--- config.mk ---
export PLATFORM = sky130hd
export DESIGN_NAME = arp_cache_entry_engine
export DESIGN_NICKNAME = d
export VERILOG_FILES = /design/src/design/ace_pkg.sv /design/src/design/ace_in_stage.sv /design/src/design/ace_core.sv /design/src/design/ace_out_stage.sv /design/src/design/arp_cache_entry_engine.sv
export SDC_FILE = /design/constraint.sdc
export NUM_CORES = 1
export LEC_CHECK = 0
export BUFFER_PORTS_ARGS = -buffer_cell sky130_fd_sc_hd__buf_4
export CORE_ASPECT_RATIO = 1.1
export CORE_MARGIN = 10
export CORE_UTILIZATION = 30
export DETAILED_ROUTE_END_ITERATION = 16
export PLACE_DENSITY_LB_ADDON = 0.05
export SYNTH_ARGS = -nofsm -noshare
export SYNTH_HDL_FRONTEND = slang
export SYNTH_SLANG_ARGS = --single-unit
--- constraint.sdc ---
create_clock -name clk -period 11.1 [get_ports clk]
set_input_delay 2.22 -clock clk [delete_from_list [all_inputs] [get_ports clk]]
set_output_delay 2.22 -clock clk [all_outputs]
set_load 0.005 [all_outputs]
--- src/design/ace_pkg.sv ---
// Shared types and constants for the ARP responder with a one-entry cache.
// No dependencies; used by every module of the block.
package ace_pkg;

    localparam int unsigned CFG_IDX_W = 3;
    localparam int unsigned CFG_DATA_W = 48;

    // configuration register indexes
    localparam logic [CFG_IDX_W-1:0] CFG_OWN_IP          = 3'd0;
    localparam logic [CFG_IDX_W-1:0] CFG_OWN_MAC         = 3'd1;
    localparam logic [CFG_IDX_W-1:0] CFG_OK_TIMEOUT      = 3'd2;
    localparam logic [CFG_IDX_W-1:0] CFG_PENDING_TIMEOUT = 3'd3;
    localparam logic [CFG_IDX_W-1:0] CFG_MAX_RETRIES     = 3'd4;

    // command codes
    localparam logic CMD_PAYLOAD = 1'b0;
    localparam logic CMD_TICK    = 1'b1;

    // ARP field values
    localparam logic [10:0] MIN_ARP_LEN   = 11'd28;
    localparam logic [15:0] HW_TYPE_ETH   = 16'h0001;
    localparam logic [15:0] PROTO_IPV4    = 16'h0800;
    localparam logic [7:0]  HW_LEN_ETH    = 8'd6;
    localparam logic [7:0]  PROTO_LEN_IP4 = 8'd4;
    localparam logic [15:0] OP_REQUEST    = 16'd1;
    localparam logic [15:0] OP_REPLY      = 16'd2;

    localparam logic [47:0] BCAST_MAC = 48'hFFFF_FFFF_FFFF;

    // entry state codes as seen on entry_state
    localparam logic [1:0] CODE_FREE    = 2'd0;
    localparam logic [1:0] CODE_OK      = 2'd1;
    localparam logic [1:0] CODE_PENDING = 2'd2;

    // reset values of the timing registers
    localparam logic [7:0] RST_OK_TIMEOUT      = 8'd5;
    localparam logic [7:0] RST_PENDING_TIMEOUT = 8'd1;
    localparam logic [7:0] RST_MAX_RETRIES     = 8'd5;

    typedef enum logic [2:0] {
        ENT_FREE    = 3'b001,
        ENT_OK      = 3'b010,
        ENT_PENDING = 3'b100
    } ent_state_t;

    typedef struct packed {
        logic        cmd;
        logic [10:0] arp_length;
        logic [15:0] hw_type;
        logic [15:0] proto_type;
        logic [7:0]  hw_len;
        logic [7:0]  proto_len;
        logic [15:0] opcode;
        logic [47:0] src_mac;
        logic [31:0] src_ip;
        logic [31:0] dst_ip;
    } item_t;

    typedef struct packed {
        logic        send_valid;
        logic        send_is_reply;
        logic [47:0] send_dest_mac;
        logic [47:0] send_target_mac;
        logic [31:0] send_target_ip;
        logic [1:0]  entry_state;
        logic [31:0] entry_ip;
        logic [47:0] entry_mac;
    } result_t;

    typedef struct packed {
        logic                  we;
        logic [CFG_IDX_W-1:0]  index;
        logic [CFG_DATA_W-1:0] data;
    } cfg_wr_t;

endpackage

--- src/design/ace_in_stage.sv ---
// Input register of the ARP cache engine: holds one accepted beat.
// Depends on ace_pkg for the item type.
module ace_in_stage
(
    input  logic           clk,
    input  logic           rst_n,
    input  logic           in_valid,
    output logic           in_ready,
    input  ace_pkg::item_t item_in,
    input  logic           can_load,
    output logic           step,
    output ace_pkg::item_t item_out
);

    logic           valid_reg;
    logic           valid_next;
    ace_pkg::item_t item_reg;

    // the held beat moves on whenever the result register can take it
    assign step     = valid_reg && can_load;
    assign in_ready = !valid_reg || can_load;
    assign item_out = item_reg;

    always_comb
    begin
        valid_next = valid_reg;
        if (in_ready)
        begin
            valid_next = in_valid;
        end
    end

    always_ff @(posedge clk or negedge rst_n)
    begin
        if (!rst_n)
        begin
            valid_reg <= 1'b0;
        end
        else
        begin
            valid_reg <= valid_next;
        end
    end

    always_ff @(posedge clk)
    begin
        if (in_valid && in_ready)
        begin
            item_reg <= item_in;
        end
    end

endmodule

--- src/design/ace_core.sv ---
// Packet checks, cache entry state and configuration registers.
// Depends on ace_pkg for item, result and state types.
module ace_core
(
    input  logic             clk,
    input  logic             rst_n,
    input  ace_pkg::cfg_wr_t cfg,
    input  logic             step,
    input  ace_pkg::item_t   item,
    output ace_pkg::result_t result
);

    logic [31:0] own_ip_reg;
    logic [47:0] own_mac_reg;
    logic [7:0]  ok_timeout_reg;
    logic [7:0]  pending_timeout_reg;
    logic [7:0]  max_retries_reg;

    ace_pkg::ent_state_t state_reg, state_next;
    logic [31:0] ip_reg, ip_next;
    logic [47:0] mac_reg, mac_next;
    logic [7:0]  ticks_reg, ticks_next;
    logic [7:0]  retries_reg, retries_next;

    logic pkt_ok;
    logic expire;
    logic send_req;

    // own_mac is the sender of our packets; it is kept for the framer side
    logic unused_own_mac;
    assign unused_own_mac = ^own_mac_reg;

    assign pkt_ok = (item.arp_length >= ace_pkg::MIN_ARP_LEN)
                 && (item.hw_type == ace_pkg::HW_TYPE_ETH)
                 && (item.proto_type == ace_pkg::PROTO_IPV4)
                 && (item.hw_len == ace_pkg::HW_LEN_ETH)
                 && (item.proto_len == ace_pkg::PROTO_LEN_IP4)
                 && ((item.opcode == ace_pkg::OP_REQUEST)
                     || (item.opcode == ace_pkg::OP_REPLY))
                 && (item.dst_ip == own_ip_reg);

    // zero or one left: expires now, no wrap
    assign expire = (ticks_reg <= 8'd1);

    always_comb
    begin
        state_next   = state_reg;
        ip_next      = ip_reg;
        mac_next     = mac_reg;
        ticks_next   = ticks_reg;
        retries_next = retries_reg;
        send_req     = 1'b0;

        result.send_valid      = 1'b0;
        result.send_is_reply   = 1'b0;
        result.send_dest_mac   = '0;
        result.send_target_mac = '0;
        result.send_target_ip  = '0;

        if (item.cmd == ace_pkg::CMD_PAYLOAD)
        begin
            if (pkt_ok)
            begin
                if (item.opcode == ace_pkg::OP_REQUEST)
                begin
                    result.send_valid      = 1'b1;
                    result.send_is_reply   = 1'b1;
                    result.send_dest_mac   = item.src_mac;
                    result.send_target_mac = item.src_mac;
                    result.send_target_ip  = item.src_ip;
                end
                ip_next      = item.src_ip;
                mac_next     = item.src_mac;
                state_next   = ace_pkg::ENT_OK;
                ticks_next   = ok_timeout_reg;
                retries_next = max_retries_reg;
            end
        end
        else
        begin
            unique case (state_reg)
                ace_pkg::ENT_OK:
                begin
                    if (expire)
                    begin
                        send_req   = 1'b1;
                        state_next = ace_pkg::ENT_PENDING;
                        ticks_next = pending_timeout_reg;
                    end
                    else
                    begin
                        ticks_next = ticks_reg - 8'd1;
                    end
                end
                ace_pkg::ENT_PENDING:
                begin
                    if (expire)
                    begin
                        if (retries_reg == 8'd0)
                        begin
                            state_next = ace_pkg::ENT_FREE;
                            ticks_next = 8'd0;
                        end
                        else
                        begin
                            send_req     = 1'b1;
                            retries_next = retries_reg - 8'd1;
                            ticks_next   = pending_timeout_reg;
                        end
                    end
                    else
                    begin
                        ticks_next = ticks_reg - 8'd1;
                    end
                end
                default:
                begin
                    state_next = state_reg;
                end
            endcase
        end

        if (send_req)
        begin
            result.send_valid      = 1'b1;
            result.send_is_reply   = 1'b0;
            result.send_dest_mac   = ace_pkg::BCAST_MAC;
            result.send_target_mac = '0;
            result.send_target_ip  = ip_reg;
        end

        unique case (state_next)
            ace_pkg::ENT_OK:      result.entry_state = ace_pkg::CODE_OK;
            ace_pkg::ENT_PENDING: result.entry_state = ace_pkg::CODE_PENDING;
            default:              result.entry_state = ace_pkg::CODE_FREE;
        endcase
        result.entry_ip  = ip_next;
        result.entry_mac = mac_next;
    end

    always_ff @(posedge clk or negedge rst_n)
    begin
        if (!rst_n)
        begin
            own_ip_reg          <= '0;
            own_mac_reg         <= '0;
            ok_timeout_reg      <= ace_pkg::RST_OK_TIMEOUT;
            pending_timeout_reg <= ace_pkg::RST_PENDING_TIMEOUT;
            max_retries_reg     <= ace_pkg::RST_MAX_RETRIES;
        end
        else if (cfg.we)
        begin
            unique case (cfg.index)
                ace_pkg::CFG_OWN_IP:          own_ip_reg <= cfg.data[31:0];
                ace_pkg::CFG_OWN_MAC:         own_mac_reg <= cfg.data[47:0];
                ace_pkg::CFG_OK_TIMEOUT:      ok_timeout_reg <= cfg.data[7:0];
                ace_pkg::CFG_PENDING_TIMEOUT: pending_timeout_reg <= cfg.data[7:0];
                ace_pkg::CFG_MAX_RETRIES:     max_retries_reg <= cfg.data[7:0];
                default:                      own_ip_reg <= own_ip_reg;
            endcase
        end
    end

    always_ff @(posedge clk or negedge rst_n)
    begin
        if (!rst_n)
        begin
            state_reg   <= ace_pkg::ENT_FREE;
            ip_reg      <= '0;
            mac_reg     <= '0;
            ticks_reg   <= '0;
            retries_reg <= '0;
        end
        else if (step)
        begin
            state_reg   <= state_next;
            ip_reg      <= ip_next;
            mac_reg     <= mac_next;
            ticks_reg   <= ticks_next;
            retries_reg <= retries_next;
        end
    end

endmodule

--- src/design/ace_out_stage.sv ---
// Result register of the ARP cache engine with its valid/ready control.
// Depends on ace_pkg for the result type.
module ace_out_stage
(
    input  logic             clk,
    input  logic             rst_n,
    input  logic             step,
    input  ace_pkg::result_t result_in,
    output logic             can_load,
    output logic             out_valid,
    input  logic             out_ready,
    output ace_pkg::result_t result_out
);

    logic             valid_reg;
    logic             valid_next;
    ace_pkg::result_t result_reg;

    assign can_load   = !valid_reg || out_ready;
    assign out_valid  = valid_reg;
    assign result_out = result_reg;

    always_comb
    begin
        valid_next = valid_reg;
        if (can_load)
        begin
            valid_next = step;
        end
    end

    always_ff @(posedge clk or negedge rst_n)
    begin
        if (!rst_n)
        begin
            valid_reg <= 1'b0;
        end
        else
        begin
            valid_reg <= valid_next;
        end
    end

    always_ff @(posedge clk)
    begin
        if (step)
        begin
            result_reg <= result_in;
        end
    end

endmodule

--- src/design/arp_cache_entry_engine.sv ---
// ARP responder with a one-entry address cache: top level.
// Depends on ace_pkg, ace_in_stage, ace_core and ace_out_stage.
//
// Input channel (in_valid/in_ready): one beat is a parsed ARP payload
// (cmd = 0) or a timer tick (cmd = 1). Output channel (out_valid/out_ready):
// exactly one result beat per input beat, in order, carrying the packet to
// send (if any) and the cache entry after the step.
// Configuration: cfg_we writes cfg_data into register cfg_index (0 own_ip,
// 1 own_mac, 2 ok_timeout, 3 pending_timeout, 4 max_retries); other
// indexes are ignored. Write only while no beat is in flight.
// Pipeline: a beat accepted into the input register passes through the core
// logic into the result register (two register stages).
// Throughput: one beat per cycle while out_ready is high; the entry update is
// combinational compares and an 8-bit decrement, so the state feeds straight back.
// Stall: while out_ready is low the result holds and one more beat can sit
// in the input register; in_ready drops only when both are full.
// Reset: entry free, address and counters zero, timeouts 5/1, retries 5.
module arp_cache_entry_engine
(
    input  logic        clk,
    input  logic        rst_n,
    input  logic        cfg_we,
    input  logic [2:0]  cfg_index,
    input  logic [47:0] cfg_data,
    input  logic        in_valid,
    output logic        in_ready,
    input  logic        cmd,
    input  logic [10:0] arp_length,
    input  logic [15:0] hw_type,
    input  logic [15:0] proto_type,
    input  logic [7:0]  hw_len,
    input  logic [7:0]  proto_len,
    input  logic [15:0] opcode,
    input  logic [47:0] src_mac,
    input  logic [31:0] src_ip,
    input  logic [31:0] dst_ip,
    output logic        out_valid,
    input  logic        out_ready,
    output logic        send_valid,
    output logic        send_is_reply,
    output logic [47:0] send_dest_mac,
    output logic [47:0] send_target_mac,
    output logic [31:0] send_target_ip,
    output logic [1:0]  entry_state,
    output logic [31:0] entry_ip,
    output logic [47:0] entry_mac
);

    ace_pkg::item_t   item_in;
    ace_pkg::item_t   item_held;
    ace_pkg::result_t result_comb;
    ace_pkg::result_t result_out;
    ace_pkg::cfg_wr_t cfg;
    logic             step;
    logic             can_load;

    assign item_in.cmd        = cmd;
    assign item_in.arp_length = arp_length;
    assign item_in.hw_type    = hw_type;
    assign item_in.proto_type = proto_type;
    assign item_in.hw_len     = hw_len;
    assign item_in.proto_len  = proto_len;
    assign item_in.opcode     = opcode;
    assign item_in.src_mac    = src_mac;
    assign item_in.src_ip     = src_ip;
    assign item_in.dst_ip     = dst_ip;

    assign cfg.we    = cfg_we;
    assign cfg.index = cfg_index;
    assign cfg.data  = cfg_data;

    ace_in_stage u_in
    (
        .clk      (clk),
        .rst_n    (rst_n),
        .in_valid (in_valid),
        .in_ready (in_ready),
        .item_in  (item_in),
        .can_load (can_load),
        .step     (step),
        .item_out (item_held)
    );

    ace_core u_core
    (
        .clk    (clk),
        .rst_n  (rst_n),
        .cfg    (cfg),
        .step   (step),
        .item   (item_held),
        .result (result_comb)
    );

    ace_out_stage u_out
    (
        .clk        (clk),
        .rst_n      (rst_n),
        .step       (step),
        .result_in  (result_comb),
        .can_load   (can_load),
        .out_valid  (out_valid),
        .out_ready  (out_ready),
        .result_out (result_out)
    );

    assign send_valid      = result_out.send_valid;
    assign send_is_reply   = result_out.send_is_reply;
    assign send_dest_mac   = result_out.send_dest_mac;
    assign send_target_mac = result_out.send_target_mac;
    assign send_target_ip  = result_out.send_target_ip;
    assign entry_state     = result_out.entry_state;
    assign entry_ip        = result_out.entry_ip;
    assign entry_mac       = result_out.entry_mac;

endmodule
Word-level counts from Yosys, hierarchy flattened --
Cells that the tools add are included.
Word-level totals: bits in registers 557, bits in latches 0, memory bits (writable) 0, bits in read-only memories 0, input bits 244, output and inout bits 214, logic and storage cells 108, memories 0
Cells by class: add/sub/neg operators 2, multipliers 0, divide/modulo/power cells 0, $lt $le $gt $ge 2, equal/unequal tests 18, shift operators 0, muxes and demuxes 31, bitwise logic cells 2, reductions and logical operators 24
Operator list (number):
- 2-to-1 mux 130 bit | 3
- 2-to-1 mux 32 bit | 3
- 2-to-1 mux 48 bit | 2
- 2-to-1 mux 8 bit | 10
- == test 16 x 1 -> 1 bit (second input constant) | 2
- == test 32 bit | 1
- == test 16 x 12 -> 1 bit (second input constant) | 1
- == test 16 x 2 -> 1 bit (second input constant) | 1
- == test 8 x 3 -> 1 bit (second input constant) | 2
- case mux 8 bit (2 select lines) | 1
- subtractor 8 x 1 -> 8 bit (second input constant) | 2
- 2-to-1 mux 3 bit | 5
- == test 3 x 2 -> 1 bit (second input constant) | 4
- >= comparator 11 x 5 -> 1 bit (second input constant) | 1
- == test 3 bit (second input constant) | 3
- less-or-equal comparator 8 x 1 -> 1 bit (second input constant) | 1
- logical AND 1 bit | 8
- zero test 8 bit | 1
- AND reduction 2 bit | 4
- case mux 3 bit (2 select lines) | 1
- AND reduction 5 bit | 1
- 2-to-1 mux 1 bit | 4
- != test 2 x 1 -> 1 bit (second input constant) | 2
- case mux 2 bit (2 select lines) | 1
- other kinds (11) | 15

Depth between registers and ports, before layout --
word-level depth 11, depth in mapped cells 10, depth with buffers taken out 9

Cells and area by module --
From an unflattened synthesis, not the netlist that was laid out.
Second synthesis, totals: cells, all modules 1229, area total of the unflattened synthesis 21349.2 um2
Modules (own cells, without submodules):
- ace_core | times used 1, cells an instance 821, area an instance 9230.1 um2, sequential area each 3886.2 um2
- ace_out_stage | times used 1, cells an instance 215, area an instance 6413.7 um2, sequential area each 6391.1 um2
- ace_in_stage | times used 1, cells an instance 193, area an instance 5705.5 um2, sequential area each 5670.4 um2

Least setup slack after synthesis --
OpenSTA, ideal clock, no wires.
path type input-to-reg, start input port out_ready, end register u_core.ticks_reg[2], setup time 131 ps, data arrival time 8713 ps, required time 10969 ps, slack 2256 ps, stages on the path 6, buffers on the path 1, cell sequence nand2b_1 > nand2_1 > clkbuf_1 > inv_1 > o21ai_1 > mux2_2
Between the ends: longest elaborated chain between the ends 3
Ends and longest elaborated chain:
- start, declared | line arp_cache_entry_engine.sv:38 | input logic out_ready,
- logical OR 1 bit | line ace_out_stage.sv:19 | assign can_load = !valid_reg || out_ready;
- logical AND 1 bit | line ace_in_stage.sv:20 | assign step = valid_reg && can_load;
- net step | line arp_cache_entry_engine.sv:54 | logic step;
- AND reduction 3 bit (no source line)
- end signal, assigned | line ace_core.sv:179 | ticks_reg <= ticks_next;
- end, declared | line ace_core.sv:22 | logic [7:0] ticks_reg, ticks_next;
The timed path passes the listed nets, and every way through them passes these cells. A chain may end at the register's enable or synchronous reset.

Worst setup path in the final report --
start input port out_ready, end output port in_ready
Between the ends: longest elaborated chain between the ends 2
Ends and longest elaborated chain:
- logical OR 1 bit | line ace_out_stage.sv:19
- logical OR 1 bit | line ace_in_stage.sv:21 | assign in_ready = !valid_reg || can_load;
- end, declared | line arp_cache_entry_engine.sv:26 | output logic in_ready,
Every way passes these cells.

==> impl_metrics.ini <==
[status]
status = finished, final reports clean

[pwr]
switching_power_mw = 1.12
pwr-share-clk_pct = 41.0
seq_power_share_pct = 50.6
intPower_mw = 3.80
ir_worst_vdd_v = 0.000125
p_leak_nw = 11.5
comb_power_share_pct = 8.4
switching_share_pct = 22.8
power_density_nw_per_um2 = 177

[global_route]
grt_max_degree = 146
antenna_found_initial = 10
track_usage_pct = 14.3
grt_pass1_wl_um = 88500
grt.overflow.total = 0
grt_pass1_vias = 13200

[drt]
wl_per_cell_um = 22.6
drt_iter0_markers = 727
ant_nets = 0
vias = 12100
dr.pass1.iters = 4
wl_um = 60500
route.detailed.drc = 0
detail_route.vias_per_cell = 4.51

[sta]
fin_skew_ns = 0.0152
setup_viol = 0
hold_viol = 0
max_freq_ghz = 0.204
max_slew.worst_pin.slew_ns = 1.11
finalCritPeriodShare_pct = 44.3
rsz0062_at_grt = no
drv_slew = 0
max-slew-margin-rel_pct = 25.0
tns_ns = 0
fin_crit_ns = 4.91

[clock_tree]
cts_hold_buf = 0
cts_tree = built
clk_path_buf_depth = 3
worstSkewPairLatency_ns = 0.61
h-tree-depth = 2
clk_pin_slew_worst_paths_ns = 0.06
clkSinkCount = 555
root_buffer = clkbuf_16
post_cts_buffers = 0
cts_resized = 0
cts_inserted_buffers = 61

[logic_synthesis]
synth_top_cell_by_area = edfxtp_1
syn_inst = 1217
synth_edf_count = 398
syn_avg_cell_area_um2 = 17.5
synth_seq_cells = 555
syn-num-nets = 1465
synth_top_flop_cell = edfxtp_1
yosysUniqueCellTypes = 54
yosys.area.top_type_share_pct = 56.0
synth.area.top_cells = edfxtp_1, dfrtp_1, mux2_2
seq_area_frac_synth_pct = 74.4
yosysWarnings = 0
synth.cell_area_um2 = 21300
async_reset_ff_share_pct = 28.3

[finish]
n_fill_cell = 6630
multi_input_area_um2 = 5220
layout-drive-gt1-share_pct = 47.8
regArea_um2 = 15900
areaGrowthSynthToFinish_pct = 30.1
final_net_count = 1936
largest_reg_flops = 212
fin_cells = 2679

[setup_path]
startpoint = out_ready
slowest_stage = nand3b_1
arrival_ns = 2.69
cp_top_family = buffers and inverters
reg2reg_from = u_in.item_out[163]
end_kind = primary output
crit_chain = buf_4, nand3b_1, buf_4
crit_buf_inv = 2
cp-start-kind = primary input
cpMostUsedCell = buf_4
critPathMaxStageDelay_ns = 0.19
worstPathRequired_ns = 8.88
setup.worst_path.class = primary input to primary output
cp_max_fo = 3

[place]
dp_cells = 2561
portBuffers = 439
gp_congestion = 0.726
hpwl_um = 41000

[floorplanning]
io_pins = 458
die_area_um2 = 82200
fp.dieH_um = 300
die_width_um = 274
core_um2 = 70400
start_util_pct = 30.3
rows = 102

[run]
max_cap_viol_count = 0

[min_path]
holdCritPathClass = flop to flop
min_from = u_core.mac_reg[1]
-- cells in the mapped netlist (6+ instances only) --
master,n
and2_1,50
xnor2_1,25
a21oi_1,11
buf_2,17
mux2_4,35
xor2_1,6
nor3_1,19
inv_1,14
mux2_2,184
clkbuf_1,23
nand2b_1,11
nand2_1,19
nor4b_1,10
dfstp_2,6
nor4_1,23
or2_2,49
dfrtp_1,151
a22o_1,32
nand4_1,18
a221o_1,6
edfxtp_1,398
nor2_1,30
o21ai_0,13
-- cell usage in the layout, fill, tap and decap left out, types with 9 or more instances in the layout --
| master | instances |
|---|---|
| clkbuf_16 | 63 |
| a21oi_1 | 11 |
| mux2_4 | 35 |
| clkinv_2 | 11 |
| a22o_1 | 32 |
| edfxtp_1 | 398 |
| mux2_2 | 184 |
| or2_2 | 49 |
| o21ai_0 | 13 |
| nand4_1 | 18 |
| and2_1 | 49 |
| clkbuf_8 | 12 |
| buf_4 | 451 |
| xnor2_1 | 25 |
| nor2_1 | 30 |
| nand2b_1 | 11 |
| nor4b_1 | 9 |
| dfrtp_1 | 151 |
| nor3_1 | 18 |
| nand2_1 | 19 |
| inv_1 | 13 |
| nor4_1 | 23 |
| clkbuf_1 | 22 |
-- cells by family (layout without fill, tap and decap cells) --
| group | count (synthesis) | after routing | share of synthesized area [%] |
|---|---|---|---|
| adder cells (fa/ha/maj) | 4 | 4 | 0.234 |
| buffers and inverters | 59 | 583 | 1.31 |
| AND/OR/NAND/NOR | 261 | 261 | 7.39 |
| other | 0 | 2 | 0 |
| XOR/XNOR | 31 | 31 | 1.27 |
| flip-flops | 555 | 555 | 74.4 |
| multiplexers | 222 | 222 | 12.3 |
| AO/OA/AOI/OAI | 85 | 85 | 3.05 |
-- layer usage --
metal  up-vias  wire (um)  global-route usage [%]
met5         -        114                       0
met4        16        930                    3.42
met3        86       4990                    5.29
met2       367      30200                    24.5
met1      6015      24300                    16.8
li1       5599          -                       -
-- through the flow --
step	setup WS, ns	hold WS, ns	util (%)	area, um^2	total power, mW
2_1_floorplan	2.26	0.457	-	21300	2.72
3_3_place_gp	5.88	0.484	36.6	25800	2.96
3_5_place_dp	5.87	0.490	36.6	25800	2.96
4_1_cts	6.19	0.504	39.4	27800	5.02
5_1_grt	6.15	0.516	39.4	27800	5.16
6_report	6.19	0.501	39.4	27800	4.93
-- path summary, 6_finish.rpt --
kind | slack [ns] | to | cells after the start
worst max-delay path | 6.19 | in_ready | 3
worst min-delay path | 0.50 | u_core.mac_reg[1] | 1
worst max register to register | 7.08 | u_core.mac_reg[18] | 7
worst min register to register | 0.50 | u_core.mac_reg[1] | 1
max in group asynchronous | 8.16 | u_core.ip_reg[7] | 2
min in group asynchronous | 1.56 | u_core.own_ip_reg[3] | 1
-- layout make-up --
| type | instances | share of cell area (%) |
|---|---|---|
| Antenna cell | 2 | 0.0180 |
| Sequential cell | 555 | 57.2 |
| Timing Repair Buffer | 453 | 12.3 |
| Tap cell | 936 | 4.22 |
| Clock inverter | 19 | 0.649 |
| Inverter | 14 | 0.216 |
| Multi-Input combinational cell | 603 | 18.8 |
| Clock buffer | 97 | 6.57 |
-- power by group through the flow --
stage	combinational, mW	sequential [mW]	clock [mW]
after detailed placement	0.426	2.54	0
after CTS	0.428	2.50	2.10
after global placement	0.424	2.54	0
after floorplan	0.194	2.53	0
final	0.413	2.49	2.02
after global routing	0.458	2.51	2.19
Note: power is estimated with default switching activity, not from simulation.
